<file path="config.mk">
export PLATFORM = sky130hd
export DESIGN_NAME = mouse_look_camera_step_flat
export DESIGN_NICKNAME = d
export VERILOG_FILES = /design/src/hdl/mlc_pkg.sv /design/src/hdl/mlc_item_if.sv /design/src/hdl/mlc_result_if.sv /design/src/hdl/mlc_serial_mul.sv /design/src/hdl/mlc_const_div.sv /design/src/hdl/mlc_cordic.sv /design/src/hdl/mouse_look_camera_step.sv /design/src/flat_wrapper.sv
export VERILOG_INCLUDE_DIRS = /design/src /design/src/hdl
export SDC_FILE = /design/constraint.sdc
export NUM_CORES = 2
export LEC_CHECK = 0
export ABC_AREA = 1
export BUFFER_PORTS_ARGS = -buffer_cell sky130_fd_sc_hd__buf_2
export CORE_MARGIN = 4
export CORE_UTILIZATION = 35
export DETAILED_ROUTE_END_ITERATION = 12
export GPL_TIMING_DRIVEN = 1
export MAX_ROUTING_LAYER = met4
export PLACE_DENSITY_LB_ADDON = 0.05
export SLEW_MARGIN = 20
export SYNTH_ARGS = -nofsm -noshare
export SYNTH_HDL_FRONTEND = slang
export SYNTH_SLANG_ARGS = --single-unit
</file>
<file path="constraint.sdc">
create_clock -name clk -period 32 [get_ports clk]
set_input_delay 3.2 -clock clk [delete_from_list [all_inputs] [get_ports clk]]
set_output_delay 3.2 -clock clk [all_outputs]
set_load 0.02 [all_outputs]
</file>
<file path="src/hdl/mouse_look_camera_step_defines.svh">
// assertion macros shared by the camera block
`ifndef MOUSE_LOOK_CAMERA_STEP_DEFINES_SVH
`define MOUSE_LOOK_CAMERA_STEP_DEFINES_SVH

`ifndef SYNTHESIS
`define MLC_ASSERT(label, clk, rstn, prop) \
	label: assert property (@(posedge clk) disable iff (!rstn) prop) \
		else $error("camera assertion failed");
`define MLC_ASSERT_NEVER(label, clk, rstn, cond) \
	`MLC_ASSERT(label, clk, rstn, !(cond))
`else
`define MLC_ASSERT(label, clk, rstn, prop)
`define MLC_ASSERT_NEVER(label, clk, rstn, cond)
`endif

`endif

</file>
<file path="src/hdl/mlc_pkg.sv">
package mlc_pkg;

	localparam int CORDIC_STEPS = 16;
	localparam int ATAN_ENTRIES = 24;
	localparam int CORDIC_ITERS = (CORDIC_STEPS < ATAN_ENTRIES) ? CORDIC_STEPS : ATAN_ENTRIES;
	localparam int ITER_W = $clog2(CORDIC_ITERS + 1);
	localparam int SHIFT_W = $clog2(ATAN_ENTRIES);
	localparam int ATAN_W = 26;

	// angles in 1/256 degree
	localparam int ANG_360 = 92160;
	localparam int ANG_180 = 46080;
	localparam int ANG_90 = 23040;

	localparam int XY_W = 34;
	localparam int Z_W = 30;
	localparam int CORDIC_GAIN = 652032874;
	localparam int Q14_ONE = 16384;

	localparam int SENS_W = 12;
	localparam int LIMIT_W = 15;
	localparam int SPEED_W = 16;
	localparam int CFG_W = 16;
	localparam int CFG_IDX_W = 2;

	localparam logic [CFG_IDX_W-1:0] REG_SENS = 2'd0;
	localparam logic [CFG_IDX_W-1:0] REG_LIMIT = 2'd1;
	localparam logic [CFG_IDX_W-1:0] REG_SPEED = 2'd2;

	localparam int MUL_A_W = 40;
	localparam int MUL_B_W = 17;
	localparam int MUL_N_W = 5;

	localparam int DIV_CONST = 15625;
	localparam int DIV_BIAS = 7812;
	localparam int DIVIDEND_W = 35;
	localparam int QUOT_W = 21;

	typedef struct packed {
		logic busy;
		logic done;
	} unit_stat_t;

	// atan(2^-i) in 2^-20 degree
	function automatic logic [ATAN_W-1:0] atan_val(input logic [SHIFT_W-1:0] idx);
		case (idx)
			5'd0: atan_val = 26'd47185920;
			5'd1: atan_val = 26'd27855475;
			5'd2: atan_val = 26'd14718068;
			5'd3: atan_val = 26'd7471121;
			5'd4: atan_val = 26'd3750058;
			5'd5: atan_val = 26'd1876857;
			5'd6: atan_val = 26'd938658;
			5'd7: atan_val = 26'd469357;
			5'd8: atan_val = 26'd234682;
			5'd9: atan_val = 26'd117342;
			5'd10: atan_val = 26'd58671;
			5'd11: atan_val = 26'd29335;
			5'd12: atan_val = 26'd14668;
			5'd13: atan_val = 26'd7334;
			5'd14: atan_val = 26'd3667;
			5'd15: atan_val = 26'd1833;
			5'd16: atan_val = 26'd917;
			5'd17: atan_val = 26'd458;
			5'd18: atan_val = 26'd229;
			5'd19: atan_val = 26'd115;
			5'd20: atan_val = 26'd57;
			5'd21: atan_val = 26'd29;
			5'd22: atan_val = 26'd14;
			5'd23: atan_val = 26'd7;
			default: atan_val = '0;
		endcase
	endfunction

endpackage

</file>
<file path="src/hdl/mlc_item_if.sv">
interface mlc_item_if;
	logic valid;
	logic ready;
	logic kind;
	logic signed [15:0] cursor_x;
	logic signed [15:0] cursor_y;
	logic key_forward;
	logic key_back;
	logic key_left;
	logic key_right;
	logic [15:0] frame_time;

	modport source (
		output valid, kind, cursor_x, cursor_y, key_forward, key_back, key_left,
			key_right, frame_time,
		input ready
	);
	modport sink (
		input valid, kind, cursor_x, cursor_y, key_forward, key_back, key_left,
			key_right, frame_time,
		output ready
	);
endinterface

</file>
<file path="src/hdl/mlc_result_if.sv">
interface mlc_result_if;
	logic valid;
	logic ready;
	logic signed [15:0] front_x;
	logic signed [15:0] front_y;
	logic signed [15:0] front_z;
	logic signed [31:0] pos_x;
	logic signed [31:0] pos_y;
	logic signed [31:0] pos_z;

	modport source (
		output valid, front_x, front_y, front_z, pos_x, pos_y, pos_z,
		input ready
	);
	modport sink (
		input valid, front_x, front_y, front_z, pos_x, pos_y, pos_z,
		output ready
	);
endinterface

</file>
<file path="src/hdl/mlc_serial_mul.sv">
module mlc_serial_mul import mlc_pkg::*; (
	input logic clk,
	input logic arst_n,
	input logic start,
	input logic signed [MUL_A_W-1:0] a,
	input logic [MUL_B_W-1:0] b,
	input logic [MUL_N_W-1:0] nbits,
	output unit_stat_t stat,
	output logic signed [MUL_A_W-1:0] p
);

	logic signed [MUL_A_W-1:0] a_q;
	logic signed [MUL_A_W-1:0] acc_q;
	logic [MUL_B_W-1:0] b_q;
	logic [MUL_N_W-1:0] cnt_q;
	logic busy_q;
	logic done_q;
	logic signed [MUL_A_W-1:0] term;

	assign term = b_q[0] ? a_q : '0;

	// one multiplier bit a cycle, lsb first; the top bit carries negative weight
	always_ff @(posedge clk or negedge arst_n) begin
		if (!arst_n) begin
			busy_q <= 1'b0;
			done_q <= 1'b0;
			cnt_q <= '0;
		end else if (start) begin
			busy_q <= 1'b1;
			done_q <= 1'b0;
			cnt_q <= nbits;
		end else if (busy_q) begin
			cnt_q <= cnt_q - 1'b1;
			if (cnt_q == MUL_N_W'(1)) begin
				busy_q <= 1'b0;
				done_q <= 1'b1;
			end
		end else begin
			done_q <= 1'b0;
		end
	end

	always_ff @(posedge clk) begin
		if (start) begin
			a_q <= a;
			b_q <= b;
			acc_q <= '0;
		end else if (busy_q) begin
			if (cnt_q == MUL_N_W'(1))
				acc_q <= acc_q - term;
			else
				acc_q <= acc_q + term;
			a_q <= a_q <<< 1;
			b_q <= b_q >> 1;
		end
	end

	assign stat.busy = busy_q;
	assign stat.done = done_q;
	assign p = acc_q;

endmodule

</file>
<file path="src/hdl/mlc_const_div.sv">
module mlc_const_div import mlc_pkg::*; (
	input logic clk,
	input logic arst_n,
	input logic start,
	input logic [DIVIDEND_W-1:0] dividend,
	output unit_stat_t stat,
	output logic [QUOT_W-1:0] quotient
);

	localparam int CNT_W = $clog2(QUOT_W + 1);
	localparam logic [DIVIDEND_W-1:0] DSH_INIT = DIVIDEND_W'(DIV_CONST) << (QUOT_W - 1);

	logic [DIVIDEND_W-1:0] rem_q;
	logic [DIVIDEND_W-1:0] dsh_q;
	logic [QUOT_W-1:0] quot_q;
	logic [CNT_W-1:0] cnt_q;
	logic busy_q;
	logic done_q;
	logic fits;

	assign fits = rem_q >= dsh_q;

	// restoring division, one quotient bit a cycle
	always_ff @(posedge clk or negedge arst_n) begin
		if (!arst_n) begin
			busy_q <= 1'b0;
			done_q <= 1'b0;
			cnt_q <= '0;
		end else if (start) begin
			busy_q <= 1'b1;
			done_q <= 1'b0;
			cnt_q <= CNT_W'(QUOT_W);
		end else if (busy_q) begin
			cnt_q <= cnt_q - 1'b1;
			if (cnt_q == CNT_W'(1)) begin
				busy_q <= 1'b0;
				done_q <= 1'b1;
			end
		end else begin
			done_q <= 1'b0;
		end
	end

	always_ff @(posedge clk) begin
		if (start) begin
			rem_q <= dividend;
			dsh_q <= DSH_INIT;
			quot_q <= '0;
		end else if (busy_q) begin
			if (fits)
				rem_q <= rem_q - dsh_q;
			quot_q <= {quot_q[QUOT_W-2:0], fits};
			dsh_q <= dsh_q >> 1;
		end
	end

	assign stat.busy = busy_q;
	assign stat.done = done_q;
	assign quotient = quot_q;

endmodule

</file>
<file path="src/hdl/mlc_cordic.sv">
module mlc_cordic import mlc_pkg::*; (
	input logic clk,
	input logic arst_n,
	input logic start,
	input logic signed [17:0] angle,
	output unit_stat_t stat,
	output logic signed [15:0] sin_v,
	output logic signed [15:0] cos_v
);

	localparam logic signed [17:0] A360 = 18'(ANG_360);
	localparam logic signed [17:0] A180 = 18'(ANG_180);
	localparam logic signed [17:0] A90 = 18'(ANG_90);
	localparam logic signed [XY_W-1:0] HALF = XY_W'(32768);
	localparam logic signed [XY_W-1:0] LIM = XY_W'(Q14_ONE);

	logic signed [XY_W-1:0] x_q;
	logic signed [XY_W-1:0] y_q;
	logic signed [Z_W-1:0] z_q;
	logic flip_q;
	logic [ITER_W-1:0] ii_q;
	logic busy_q;
	logic done_q;

	logic signed [17:0] a_wrap;
	logic signed [17:0] a_fold;
	logic flip_in;
	logic [SHIFT_W-1:0] sh;
	logic signed [XY_W-1:0] xs;
	logic signed [XY_W-1:0] ys;
	logic signed [Z_W-1:0] at;
	logic signed [XY_W-1:0] rx;
	logic signed [XY_W-1:0] ry;
	logic signed [15:0] cx;
	logic signed [15:0] cy;

	// bring the angle into (-180, 180], then into [-90, 90] with a sign flip
	always_comb begin
		a_wrap = angle;
		if (angle > A180)
			a_wrap = angle - A360;
		else if (angle <= -A180)
			a_wrap = angle + A360;
		a_fold = a_wrap;
		flip_in = 1'b0;
		if (a_wrap > A90) begin
			a_fold = a_wrap - A180;
			flip_in = 1'b1;
		end else if (a_wrap < -A90) begin
			a_fold = a_wrap + A180;
			flip_in = 1'b1;
		end
	end

	assign sh = SHIFT_W'(ii_q);
	assign xs = x_q >>> sh;
	assign ys = y_q >>> sh;
	assign at = Z_W'(atan_val(sh));

	always_ff @(posedge clk or negedge arst_n) begin
		if (!arst_n) begin
			busy_q <= 1'b0;
			done_q <= 1'b0;
			ii_q <= '0;
		end else if (start) begin
			busy_q <= 1'b1;
			done_q <= 1'b0;
			ii_q <= '0;
		end else if (busy_q) begin
			ii_q <= ii_q + 1'b1;
			if (ii_q == ITER_W'(CORDIC_ITERS - 1)) begin
				busy_q <= 1'b0;
				done_q <= 1'b1;
			end
		end else begin
			done_q <= 1'b0;
		end
	end

	always_ff @(posedge clk) begin
		if (start) begin
			x_q <= XY_W'(CORDIC_GAIN);
			y_q <= '0;
			z_q <= {a_fold, 12'b0};
			flip_q <= flip_in;
		end else if (busy_q) begin
			if (!z_q[Z_W-1]) begin
				x_q <= x_q - ys;
				y_q <= y_q + xs;
				z_q <= z_q - at;
			end else begin
				x_q <= x_q + ys;
				y_q <= y_q - xs;
				z_q <= z_q + at;
			end
		end
	end

	// round half up to q1.14 and clamp to one
	always_comb begin
		rx = (x_q + HALF) >>> 16;
		ry = (y_q + HALF) >>> 16;
		if (rx > LIM)
			rx = LIM;
		else if (rx < -LIM)
			rx = -LIM;
		if (ry > LIM)
			ry = LIM;
		else if (ry < -LIM)
			ry = -LIM;
		cx = rx[15:0];
		cy = ry[15:0];
	end

	assign cos_v = flip_q ? -cx : cx;
	assign sin_v = flip_q ? -cy : cy;
	assign stat.busy = busy_q;
	assign stat.done = done_q;

endmodule

</file>
<file path="src/hdl/mouse_look_camera_step.sv">
// Fly camera with mouse look. A cursor word (kind 0) turns the cursor step into yaw and
// pitch and rebuilds the view vector; a tick word (kind 1) moves the position along the
// view and right vectors for each held key. Every word gives one result word. All
// products, rotations and the division run through a bit-serial multiplier (one
// multiplier bit a cycle), a CORDIC that does one rotation a cycle and a divider by 15625
// that yields one quotient bit a cycle. A cursor word runs two products, a 13-step yaw
// wrap, two CORDIC runs and two more products; a tick runs one CORDIC run, six products,
// the division and an apply pass over each key and axis. One word is in flight at a time;
// a finished result waits in the output register while the next word is taken.
`include "mouse_look_camera_step_defines.svh"

module mouse_look_camera_step import mlc_pkg::*; (
	input logic clk,
	input logic arst_n,
	mlc_item_if.sink item,
	mlc_result_if.source result,
	input logic cfg_we,
	input logic [CFG_IDX_W-1:0] cfg_index,
	input logic [CFG_W-1:0] cfg_data
);

	typedef enum logic [4:0] {
		S_IDLE, S_YMUL, S_YMUL_W, S_YMOD, S_PMUL, S_PMUL_W, S_CYAW, S_CYAW_W,
		S_CPIT, S_CPIT_W, S_FX, S_FX_W, S_FZ, S_FZ_W, S_TMUL, S_TMUL_W,
		S_DIV_W, S_DMUL, S_DMUL_W, S_APPLY, S_DONE
	} state_t;

	localparam int DD_W = 24;
	localparam int YMOD_STEPS = 13;
	localparam logic [31:0] YMOD_TOP = 32'(ANG_360) << (YMOD_STEPS - 1);
	localparam logic signed [15:0] FRONT_Z_RESET = -16'(Q14_ONE);
	localparam logic signed [31:0] POS_Z_RESET = 32'sd196608;
	localparam logic signed [MUL_A_W-1:0] RND14 = MUL_A_W'(8192);
	localparam logic signed [33:0] POS_MAX = 34'sd2147483647;
	localparam logic signed [33:0] POS_MIN = -34'sd2147483648;

	state_t state_q;

	logic [SENS_W-1:0] sens_q;
	logic [LIMIT_W-1:0] limit_q;
	logic [SPEED_W-1:0] speed_q;

	logic kind_q;
	logic [3:0] keys_q;
	logic [15:0] ft_q;
	logic signed [16:0] dx_q;
	logic signed [16:0] dy_q;
	logic signed [15:0] prev_x_q;
	logic signed [15:0] prev_y_q;
	logic awaiting_q;
	logic [16:0] yaw_q;
	logic signed [15:0] pitch_q;
	logic signed [15:0] view_q [3];
	logic signed [31:0] pos_q [3];
	logic signed [15:0] sy_q;
	logic signed [15:0] cyw_q;
	logic signed [15:0] sp_q;
	logic signed [15:0] cp_q;
	logic [31:0] ang_q;
	logic [31:0] dsub_q;
	logic [3:0] mcnt_q;
	logic [QUOT_W-1:0] dist_q;
	logic signed [DD_W-1:0] dd_q [5];
	logic [2:0] didx_q;
	logic [1:0] kk_q;
	logic [1:0] ax_q;
	logic res_valid_q;
	logic signed [15:0] out_front_q [3];
	logic signed [31:0] out_pos_q [3];

	logic mul_start;
	logic signed [MUL_A_W-1:0] mul_a;
	logic [MUL_B_W-1:0] mul_b;
	logic [MUL_N_W-1:0] mul_n;
	logic signed [MUL_A_W-1:0] mul_p;
	unit_stat_t mul_stat;
	logic cor_start;
	logic signed [17:0] cor_angle;
	logic signed [15:0] cor_sin;
	logic signed [15:0] cor_cos;
	unit_stat_t cor_stat;
	logic div_start;
	logic [DIVIDEND_W-1:0] div_in;
	logic [QUOT_W-1:0] div_q;
	unit_stat_t div_stat;

	logic signed [15:0] dir_sel;
	logic signed [MUL_A_W-1:0] p_rnd;
	logic signed [31:0] yaw_new;
	logic signed [31:0] pitch_sum;
	logic signed [31:0] lim_s;
	logic signed [15:0] pitch_new;
	logic signed [DD_W-1:0] dsel;
	logic dneg;
	logic signed [33:0] pos_sum;
	logic signed [31:0] pos_sat;
	logic key_on;
	logic in_fire;
	logic out_fire;
	logic res_load;

	assign in_fire = item.valid && item.ready;
	assign out_fire = result.valid && result.ready;
	assign item.ready = (state_q == S_IDLE);
	assign res_load = (state_q == S_DONE) && (!res_valid_q || result.ready);

	always_ff @(posedge clk or negedge arst_n) begin
		if (!arst_n) begin
			sens_q <= SENS_W'(26);
			limit_q <= LIMIT_W'(22784);
			speed_q <= SPEED_W'(640);
		end else if (cfg_we) begin
			unique case (cfg_index)
				REG_SENS: sens_q <= cfg_data[SENS_W-1:0];
				REG_LIMIT: limit_q <= cfg_data[LIMIT_W-1:0];
				REG_SPEED: speed_q <= cfg_data[SPEED_W-1:0];
				default: ;
			endcase
		end
	end

	always_comb begin
		case (didx_q)
			3'd0: dir_sel = view_q[0];
			3'd1: dir_sel = view_q[1];
			3'd2: dir_sel = view_q[2];
			3'd3: dir_sel = -sy_q;
			default: dir_sel = cyw_q;
		endcase
	end

	// unit operands follow the state
	always_comb begin
		mul_start = 1'b0;
		mul_a = '0;
		mul_b = '0;
		mul_n = '0;
		cor_start = 1'b0;
		cor_angle = '0;
		unique case (state_q)
			S_YMUL: begin
				mul_start = 1'b1;
				mul_a = MUL_A_W'(dx_q);
				mul_b = MUL_B_W'(sens_q);
				mul_n = MUL_N_W'(SENS_W + 1);
			end
			S_PMUL: begin
				mul_start = 1'b1;
				mul_a = MUL_A_W'(dy_q);
				mul_b = MUL_B_W'(sens_q);
				mul_n = MUL_N_W'(SENS_W + 1);
			end
			S_FX: begin
				mul_start = 1'b1;
				mul_a = MUL_A_W'(cyw_q);
				mul_b = MUL_B_W'(cp_q);
				mul_n = MUL_N_W'(MUL_B_W);
			end
			S_FZ: begin
				mul_start = 1'b1;
				mul_a = MUL_A_W'(sy_q);
				mul_b = MUL_B_W'(cp_q);
				mul_n = MUL_N_W'(MUL_B_W);
			end
			S_TMUL: begin
				mul_start = 1'b1;
				mul_a = MUL_A_W'($signed({1'b0, speed_q}));
				mul_b = MUL_B_W'(ft_q);
				mul_n = MUL_N_W'(MUL_B_W);
			end
			S_DMUL: begin
				mul_start = 1'b1;
				mul_a = MUL_A_W'($signed({1'b0, dist_q}));
				mul_b = MUL_B_W'(dir_sel);
				mul_n = MUL_N_W'(MUL_B_W);
			end
			S_CYAW: begin
				cor_start = 1'b1;
				cor_angle = $signed({1'b0, yaw_q});
			end
			S_CPIT: begin
				cor_start = 1'b1;
				cor_angle = 18'(pitch_q);
			end
			default: ;
		endcase
	end

	assign div_start = (state_q == S_TMUL_W) && mul_stat.done;
	assign div_in = DIVIDEND_W'({mul_p[32:0], 2'b00}) + DIVIDEND_W'(DIV_BIAS);

	mlc_serial_mul u_mul (
		.clk(clk), .arst_n(arst_n), .start(mul_start), .a(mul_a), .b(mul_b),
		.nbits(mul_n), .stat(mul_stat), .p(mul_p)
	);

	mlc_cordic u_cordic (
		.clk(clk), .arst_n(arst_n), .start(cor_start), .angle(cor_angle),
		.stat(cor_stat), .sin_v(cor_sin), .cos_v(cor_cos)
	);

	mlc_const_div u_div (
		.clk(clk), .arst_n(arst_n), .start(div_start), .dividend(div_in),
		.stat(div_stat), .quotient(div_q)
	);

	always_comb begin
		p_rnd = (mul_p + RND14) >>> 14;
		yaw_new = $signed({15'b0, yaw_q}) + $signed(mul_p[31:0]);
		pitch_sum = 32'(pitch_q) + $signed(mul_p[31:0]);
		lim_s = $signed({17'b0, limit_q});
		if (pitch_sum > lim_s)
			pitch_new = lim_s[15:0];
		else if (pitch_sum < -lim_s)
			pitch_new = -lim_s[15:0];
		else
			pitch_new = pitch_sum[15:0];
	end

	// key order forward, back, left, right; left and right have no y part
	always_comb begin
		key_on = keys_q[kk_q];
		dneg = (kk_q == 2'd1) || (kk_q == 2'd2);
		if (kk_q[1]) begin
			if (ax_q == 2'd0)
				dsel = dd_q[3];
			else if (ax_q == 2'd2)
				dsel = dd_q[4];
			else
				dsel = '0;
		end else begin
			dsel = dd_q[3'(ax_q)];
		end
		pos_sum = 34'(pos_q[ax_q]) + (dneg ? -34'(dsel) : 34'(dsel));
		if (pos_sum > POS_MAX)
			pos_sat = POS_MAX[31:0];
		else if (pos_sum < POS_MIN)
			pos_sat = POS_MIN[31:0];
		else
			pos_sat = pos_sum[31:0];
	end

	always_ff @(posedge clk or negedge arst_n) begin
		if (!arst_n) begin
			state_q <= S_IDLE;
			prev_x_q <= '0;
			prev_y_q <= '0;
			awaiting_q <= 1'b1;
			yaw_q <= 17'(ANG_360 - ANG_90);
			pitch_q <= '0;
			view_q[0] <= '0;
			view_q[1] <= '0;
			view_q[2] <= FRONT_Z_RESET;
			pos_q[0] <= '0;
			pos_q[1] <= '0;
			pos_q[2] <= POS_Z_RESET;
			res_valid_q <= 1'b0;
		end else begin
			if (res_load)
				res_valid_q <= 1'b1;
			else if (out_fire)
				res_valid_q <= 1'b0;
			unique case (state_q)
				S_IDLE: begin
					if (in_fire) begin
						kind_q <= item.kind;
						keys_q <= {item.key_right, item.key_left, item.key_back,
							item.key_forward};
						ft_q <= item.frame_time;
						if (!item.kind) begin
							if (awaiting_q) begin
								dx_q <= '0;
								dy_q <= '0;
							end else begin
								dx_q <= 17'(item.cursor_x) - 17'(prev_x_q);
								dy_q <= 17'(prev_y_q) - 17'(item.cursor_y);
							end
							prev_x_q <= item.cursor_x;
							prev_y_q <= item.cursor_y;
							awaiting_q <= 1'b0;
							state_q <= S_YMUL;
						end else begin
							state_q <= S_CYAW;
						end
					end
				end
				S_YMUL: state_q <= S_YMUL_W;
				S_YMUL_W: begin
					if (mul_stat.done) begin
						// a negative sum is lifted by a multiple of 360 degrees
						ang_q <= yaw_new[31] ? 32'(yaw_new) + YMOD_TOP : 32'(yaw_new);
						dsub_q <= YMOD_TOP;
						mcnt_q <= 4'(YMOD_STEPS - 1);
						state_q <= S_YMOD;
					end
				end
				S_YMOD: begin
					if (ang_q >= dsub_q)
						ang_q <= ang_q - dsub_q;
					dsub_q <= dsub_q >> 1;
					mcnt_q <= mcnt_q - 1'b1;
					if (mcnt_q == '0)
						state_q <= S_PMUL;
				end
				S_PMUL: begin
					yaw_q <= ang_q[16:0];
					state_q <= S_PMUL_W;
				end
				S_PMUL_W: begin
					if (mul_stat.done) begin
						pitch_q <= pitch_new;
						state_q <= S_CYAW;
					end
				end
				S_CYAW: state_q <= S_CYAW_W;
				S_CYAW_W: begin
					if (cor_stat.done) begin
						sy_q <= cor_sin;
						cyw_q <= cor_cos;
						state_q <= kind_q ? S_TMUL : S_CPIT;
					end
				end
				S_CPIT: state_q <= S_CPIT_W;
				S_CPIT_W: begin
					if (cor_stat.done) begin
						sp_q <= cor_sin;
						cp_q <= cor_cos;
						state_q <= S_FX;
					end
				end
				S_FX: state_q <= S_FX_W;
				S_FX_W: begin
					if (mul_stat.done) begin
						view_q[0] <= p_rnd[15:0];
						view_q[1] <= sp_q;
						state_q <= S_FZ;
					end
				end
				S_FZ: state_q <= S_FZ_W;
				S_FZ_W: begin
					if (mul_stat.done) begin
						view_q[2] <= p_rnd[15:0];
						state_q <= S_DONE;
					end
				end
				S_TMUL: state_q <= S_TMUL_W;
				S_TMUL_W: begin
					if (mul_stat.done)
						state_q <= S_DIV_W;
				end
				S_DIV_W: begin
					if (div_stat.done) begin
						dist_q <= div_q;
						didx_q <= '0;
						state_q <= S_DMUL;
					end
				end
				S_DMUL: state_q <= S_DMUL_W;
				S_DMUL_W: begin
					if (mul_stat.done) begin
						dd_q[didx_q] <= p_rnd[DD_W-1:0];
						didx_q <= didx_q + 1'b1;
						if (didx_q == 3'd4) begin
							kk_q <= '0;
							ax_q <= '0;
							state_q <= S_APPLY;
						end else begin
							state_q <= S_DMUL;
						end
					end
				end
				S_APPLY: begin
					if (key_on)
						pos_q[ax_q] <= pos_sat;
					if (ax_q == 2'd2) begin
						ax_q <= '0;
						kk_q <= kk_q + 1'b1;
						if (kk_q == 2'd3)
							state_q <= S_DONE;
					end else begin
						ax_q <= ax_q + 1'b1;
					end
				end
				S_DONE: begin
					if (res_load) begin
						out_front_q <= view_q;
						out_pos_q <= pos_q;
						state_q <= S_IDLE;
					end
				end
				default: state_q <= S_IDLE;
			endcase
		end
	end

	assign result.valid = res_valid_q;
	assign result.front_x = out_front_q[0];
	assign result.front_y = out_front_q[1];
	assign result.front_z = out_front_q[2];
	assign result.pos_x = out_pos_q[0];
	assign result.pos_y = out_pos_q[1];
	assign result.pos_z = out_pos_q[2];

	`MLC_ASSERT(a_yaw_in_range, clk, arst_n, yaw_q < 17'(ANG_360))
	`MLC_ASSERT(a_one_word_in_flight, clk, arst_n, in_fire |=> !item.ready)
	`MLC_ASSERT_NEVER(a_units_exclusive, clk, arst_n, mul_stat.busy && cor_stat.busy)
	`MLC_ASSERT(a_mul_done_awaited, clk, arst_n, mul_stat.done |-> (state_q == S_YMUL_W ||
		state_q == S_PMUL_W || state_q == S_FX_W || state_q == S_FZ_W ||
		state_q == S_TMUL_W || state_q == S_DMUL_W))

endmodule

</file>
<file path="src/flat_wrapper.sv">
// flat-port wrapper written by rule: the top's interface ports become plain ports
module mouse_look_camera_step_flat import mlc_pkg::*;
  (clk, arst_n, cfg_we, cfg_index, cfg_data, item_valid, item_kind, item_cursor_x, item_cursor_y, item_key_forward, item_key_back, item_key_left, item_key_right, item_frame_time, item_ready, result_valid, result_front_x, result_front_y, result_front_z, result_pos_x, result_pos_y, result_pos_z, result_ready);
  mlc_item_if item_i ();
  mlc_result_if result_i ();
  input logic clk;
  input logic arst_n;
  input logic cfg_we;
  input logic [CFG_IDX_W-1:0] cfg_index;
  input logic [CFG_W-1:0] cfg_data;
  input wire logic [$bits(item_i.valid)-1:0] item_valid;
  input wire logic [$bits(item_i.kind)-1:0] item_kind;
  input wire logic [$bits(item_i.cursor_x)-1:0] item_cursor_x;
  input wire logic [$bits(item_i.cursor_y)-1:0] item_cursor_y;
  input wire logic [$bits(item_i.key_forward)-1:0] item_key_forward;
  input wire logic [$bits(item_i.key_back)-1:0] item_key_back;
  input wire logic [$bits(item_i.key_left)-1:0] item_key_left;
  input wire logic [$bits(item_i.key_right)-1:0] item_key_right;
  input wire logic [$bits(item_i.frame_time)-1:0] item_frame_time;
  output wire logic [$bits(item_i.ready)-1:0] item_ready;
  output wire logic [$bits(result_i.valid)-1:0] result_valid;
  output wire logic [$bits(result_i.front_x)-1:0] result_front_x;
  output wire logic [$bits(result_i.front_y)-1:0] result_front_y;
  output wire logic [$bits(result_i.front_z)-1:0] result_front_z;
  output wire logic [$bits(result_i.pos_x)-1:0] result_pos_x;
  output wire logic [$bits(result_i.pos_y)-1:0] result_pos_y;
  output wire logic [$bits(result_i.pos_z)-1:0] result_pos_z;
  input wire logic [$bits(result_i.ready)-1:0] result_ready;
  assign item_i.valid = item_valid;
  assign item_i.kind = item_kind;
  assign item_i.cursor_x = item_cursor_x;
  assign item_i.cursor_y = item_cursor_y;
  assign item_i.key_forward = item_key_forward;
  assign item_i.key_back = item_key_back;
  assign item_i.key_left = item_key_left;
  assign item_i.key_right = item_key_right;
  assign item_i.frame_time = item_frame_time;
  assign item_ready = item_i.ready;
  assign result_valid = result_i.valid;
  assign result_front_x = result_i.front_x;
  assign result_front_y = result_i.front_y;
  assign result_front_z = result_i.front_z;
  assign result_pos_x = result_i.pos_x;
  assign result_pos_y = result_i.pos_y;
  assign result_pos_z = result_i.pos_z;
  assign result_i.ready = result_ready;
  mouse_look_camera_step u_core (.clk(clk), .arst_n(arst_n), .item(item_i), .result(result_i), .cfg_we(cfg_we), .cfg_index(cfg_index), .cfg_data(cfg_data));
endmodule
</file>
==> out/summary.log <==
INFO  outcome        run_status=complete, no violations
INFO  logic_synthesis biggest_area_contributors_in_the_synthesized_netlist=sky130_fd_sc_hd__edfxtp_1, sky130_fd_sc_hd__nand2_1, sky130_fd_sc_hd__dfrtp_1
INFO  route          avgRoutedWirePerCell=21.6µm
INFO  route          detailroute.via_count=65200
INFO  place          finalWeightedCongestion=0.948
INFO  timing         report.final.slew_viol_count=0
INFO  clock_network  cts_setup_buffers=0
INFO  timing         number_of_endpoints_with_negative_hold_slack_in_the_final_report=0
INFO  timing         final.setup.tns=0ns
INFO  clock_network  ctsLongestPathBuffers=3
INFO  setup_path     critical_path.startpoint_type=flip-flop
INFO  timing         max_freq=146MHz
INFO  floorplan      floorplan.initialDensity=0.353
INFO  clock_network  htree_levels=4
INFO  setup_path     worst_ep_required_time=32.73ns
INFO  clock_network  cts.sinks=1040
INFO  clock_network  clock_tree.root_cell=sky130_fd_sc_hd__clkbuf_16
INFO  floorplan      fp.dieH=458µm
INFO  timing         min_period_over_period=0.214
INFO  cells_and_area final_core_utilization=0.396
INFO  clock_network  cts_hold_repair.buffers=0
INFO  timing         timing.slew.headroom=0.280
INFO  logic_synthesis most_used_flip_flop_cell_after_synthesis=sky130_fd_sc_hd__edfxtp_1
INFO  logic_synthesis synth.cell_area=70900µm²
INFO  logic_synthesis syn-num-nets=9982
INFO  grt            grt_first_pass_wirelength=402mm
INFO  floorplan      rows=164
INFO  route          drt-initial-drc-count=5213
INFO  setup_path     critical_path.max_fanout=50
INFO  setup_path     worst-setup-path-type=reg -> reg
INFO  floorplan      io_pins=222
INFO  setup_path     cpMostUsedCell=sky130_fd_sc_hd__nand2_1
INFO  grt            grt_pass1_vias=63300
INFO  cells_and_area drive_above_1_share=0.0751
INFO  grt            overflow=0
INFO  grt            grt_start_max_net_pins=132
INFO  route          drcViolationCount=0
INFO  floorplan      die_width=458µm
INFO  clock_network  cts_repair_resize_count=0
INFO  route          postRouteWirelength=269mm
INFO  logic_synthesis syn-instance-count=9501
INFO  timing         period_needed=6.86ns
INFO  grt            antenna_found_initial=8
INFO  logic_synthesis yosys_synthesis_warning_count=0
INFO  clock_network  clk_transition_reported_paths=0.06ns
INFO  place          port_buffers=221
INFO  logic_synthesis synth-edff-count=585
INFO  clock_network  clock_insertion_delay_worst_skew=0.81ns
INFO  logic_synthesis synth_async_sr_flop_share=0.269
INFO  route          drt_pre_antenna_iters=6
INFO  timing         grt_setup_unrepaired=no
INFO  setup_path     end_kind=flip-flop
INFO  setup_path     worst-endpoint-arrival=7.59ns
INFO  flow_run       maxCapViolCount=0
INFO  logic_synthesis synth_seq_cells=1040
INFO  cells_and_area stdcell_count=12400
INFO  cells_and_area flow.area_growth_from_synthesis=12.1%
INFO  route          route.detailed.vias_per_inst=5.25
INFO  cells_and_area post-route-cell-area=79500µm²
INFO  setup_path     cp_slowest_stage_delay=0.67ns
INFO  clock_network  cts_tree=yes
INFO  place          post-place-cells=12200
INFO  logic_synthesis sequential_area_share_after_synthesis=0.396
INFO  logic_synthesis netlist-cell-type-count=82
INFO  cells_and_area nNetsFinal=10100
INFO  logic_synthesis synth_area_leader_cell=sky130_fd_sc_hd__edfxtp_1
INFO  timing         setup-violations-final=0
INFO  place          placedInstanceArea=75000µm²
INFO  setup_path     crit_slowest_cell=sky130_fd_sc_hd__nand3_2
INFO  cells_and_area mostFrequentLayoutCells=sky130_fd_sc_hd__nand2_1, sky130_fd_sc_hd__inv_1, sky130_fd_sc_hd__nor2_1, sky130_fd_sc_hd__o21ai_0, sky130_fd_sc_hd__nand3_1
INFO  logic_synthesis avgSynthCellArea=7.47µm²
INFO  cells_and_area mostFrequentLayoutCell=sky130_fd_sc_hd__nand2_1
INFO  floorplan      design.die.area=210000µm²
INFO  place          dp.final_hpwl=208mm
INFO  timing         tightest_slew=1.08ns
INFO  clock_network  cts_buffers=132
INFO  route          detail-route-antenna-nets=0
INFO  timing         final.setup_skew=0.0481ns
INFO  min_path       worstHoldPathType=reg -> reg
INFO  floorplan      coreArea=201000µm²
INFO  logic_synthesis synth_top_area_share=0.248
INFO  grt            grtUsageTotal=0.257
[cell usage after synthesis, types with 13 or more instances]
library cell,instances
sky130_fd_sc_hd__o21ai_0,690
sky130_fd_sc_hd__a22oi_1,65
sky130_fd_sc_hd__buf_2,62
sky130_fd_sc_hd__buf_1,30
sky130_fd_sc_hd__a221oi_1,30
sky130_fd_sc_hd__clkbuf_1,175
sky130_fd_sc_hd__inv_2,24
sky130_fd_sc_hd__a21oi_1,544
sky130_fd_sc_hd__edfxtp_1,585
sky130_fd_sc_hd__nor2_1,796
sky130_fd_sc_hd__a21boi_0,13
sky130_fd_sc_hd__dfxtp_1,175
sky130_fd_sc_hd__o21bai_1,26
sky130_fd_sc_hd__dfstp_2,18
sky130_fd_sc_hd__ha_1,394
sky130_fd_sc_hd__nand3b_1,24
sky130_fd_sc_hd__o211ai_1,34
sky130_fd_sc_hd__xor2_1,253
sky130_fd_sc_hd__a31oi_1,83
sky130_fd_sc_hd__buf_6,14
sky130_fd_sc_hd__o31ai_1,19
sky130_fd_sc_hd__xnor2_1,103
sky130_fd_sc_hd__or2_2,33
sky130_fd_sc_hd__nand4_1,127
sky130_fd_sc_hd__o22ai_1,68
sky130_fd_sc_hd__nand3_1,660
sky130_fd_sc_hd__dfrtp_1,262
sky130_fd_sc_hd__o21ai_1,35
sky130_fd_sc_hd__inv_1,1095
sky130_fd_sc_hd__nand2_1,2638
sky130_fd_sc_hd__nor2_2,18
sky130_fd_sc_hd__nor4_1,29
sky130_fd_sc_hd__a21o_1,26
sky130_fd_sc_hd__o21a_1,52
sky130_fd_sc_hd__nor3_1,107
sky130_fd_sc_hd__nand2_2,28
[sequential cells by signal, summed over array words and instances (netlist names), 21 cells and up, named ones only]
name and cells:
u_core.ang_q 32, u_core.dd_q 120, u_core.dist_q 21, u_core.dsub_q 29, u_core.pos_q 96, u_core.result.pos_x 32
u_core.result.pos_y 32, u_core.result.pos_z 32, u_core.u_cordic.x_q 34, u_core.u_cordic.y_q 34, u_core.u_cordic.z_q 30, u_core.u_div.dsh_q 34
u_core.u_div.quotient 21, u_core.u_div.rem_q 35, u_core.u_mul.a_q 38, u_core.u_mul.p 38, u_core.view_q 48
[path summary, 6_finish.rpt]
path / slack, ns / end / depth (start not counted) / startpoint
setup reg to reg: 25.14 / u_core.pos_q[3]$_DFFE_PN0P_ / 31 / flip-flop
max in group asynchronous: 27.97 / u_core.view_q[22]$_DFFE_PN0P_ / 4 / arst_n
hold reg to reg: 0.43 / u_core.result.front_y[6]$_DFFE_PP_ / 0 / u_core.view_q[22]$_DFFE_PN0P_
hold / removal: 0.43 / u_core.result.front_y[6]$_DFFE_PP_ / 0 / u_core.view_q[22]$_DFFE_PN0P_
setup / recovery: 25.14 / u_core.pos_q[3]$_DFFE_PN0P_ / 31 / flip-flop
min in group asynchronous: 2.28 / u_core.u_div.cnt_q[0]$_DFFE_PN0P_ / 1 / arst_n
[stage by stage]
step                hold slack [ns]  setup slack (ns)
floorplan                     0.409             18.15
global placement              0.418             24.90
detailed placement            0.419             24.81
CTS                           0.432             25.12
global route                  0.429             24.32
finish                        0.426             25.14
[cells by family (layout without fill, tap and decap cells)]
kind of cell,after synthesis,count (layout),share of synthesized area
DFF,1040,1040,0.396
xor gates and xnor gates,356,356,0.0440
AOI/OAI and AO/OA,1764,1764,0.142
other,0,3,0
and+or+nand+nor,4500,4500,0.265
buffers and inverters,1421,1691,0.0783
adders and majority gates,405,405,0.0726
muxes,15,15,0.00231
[per-layer routing]
metal,wire (µm),track usage,vias to the layer above
met5,0,-,-
met1,124000,0.344,31100
met2,125000,0.415,1631
li1,-,-,32200
met3,12100,0.0256,326
met4,7490,0.0693,0
[critical path: cells and delay by family (launching register included)]
kind            cells  cell delay [ns]
flops               1             0.30
simple gates       16             3.25
compound gates      7             1.26
fa+ha+maj           2             0.53
buf+inv             6             1.35
[final cells by class]
| type | count | area [µm²] |
|---|---|---|
| fill | 21000 | 121000 |
| tap | 2656 | 3320 |
| multi-input combinational | 7040 | 37500 |
| timing repair buffer | 315 | 1850 |
| clock inverter | 67 | 885 |
| clock buffer | 178 | 3640 |
| sequential | 1040 | 28100 |
| inverter | 1131 | 4250 |
| antenna | 3 | 7.51 |
Power is left out: the tool's default activity adds up to more than one toggle a clock period on the data nets, which glitch-free logic cannot reach.
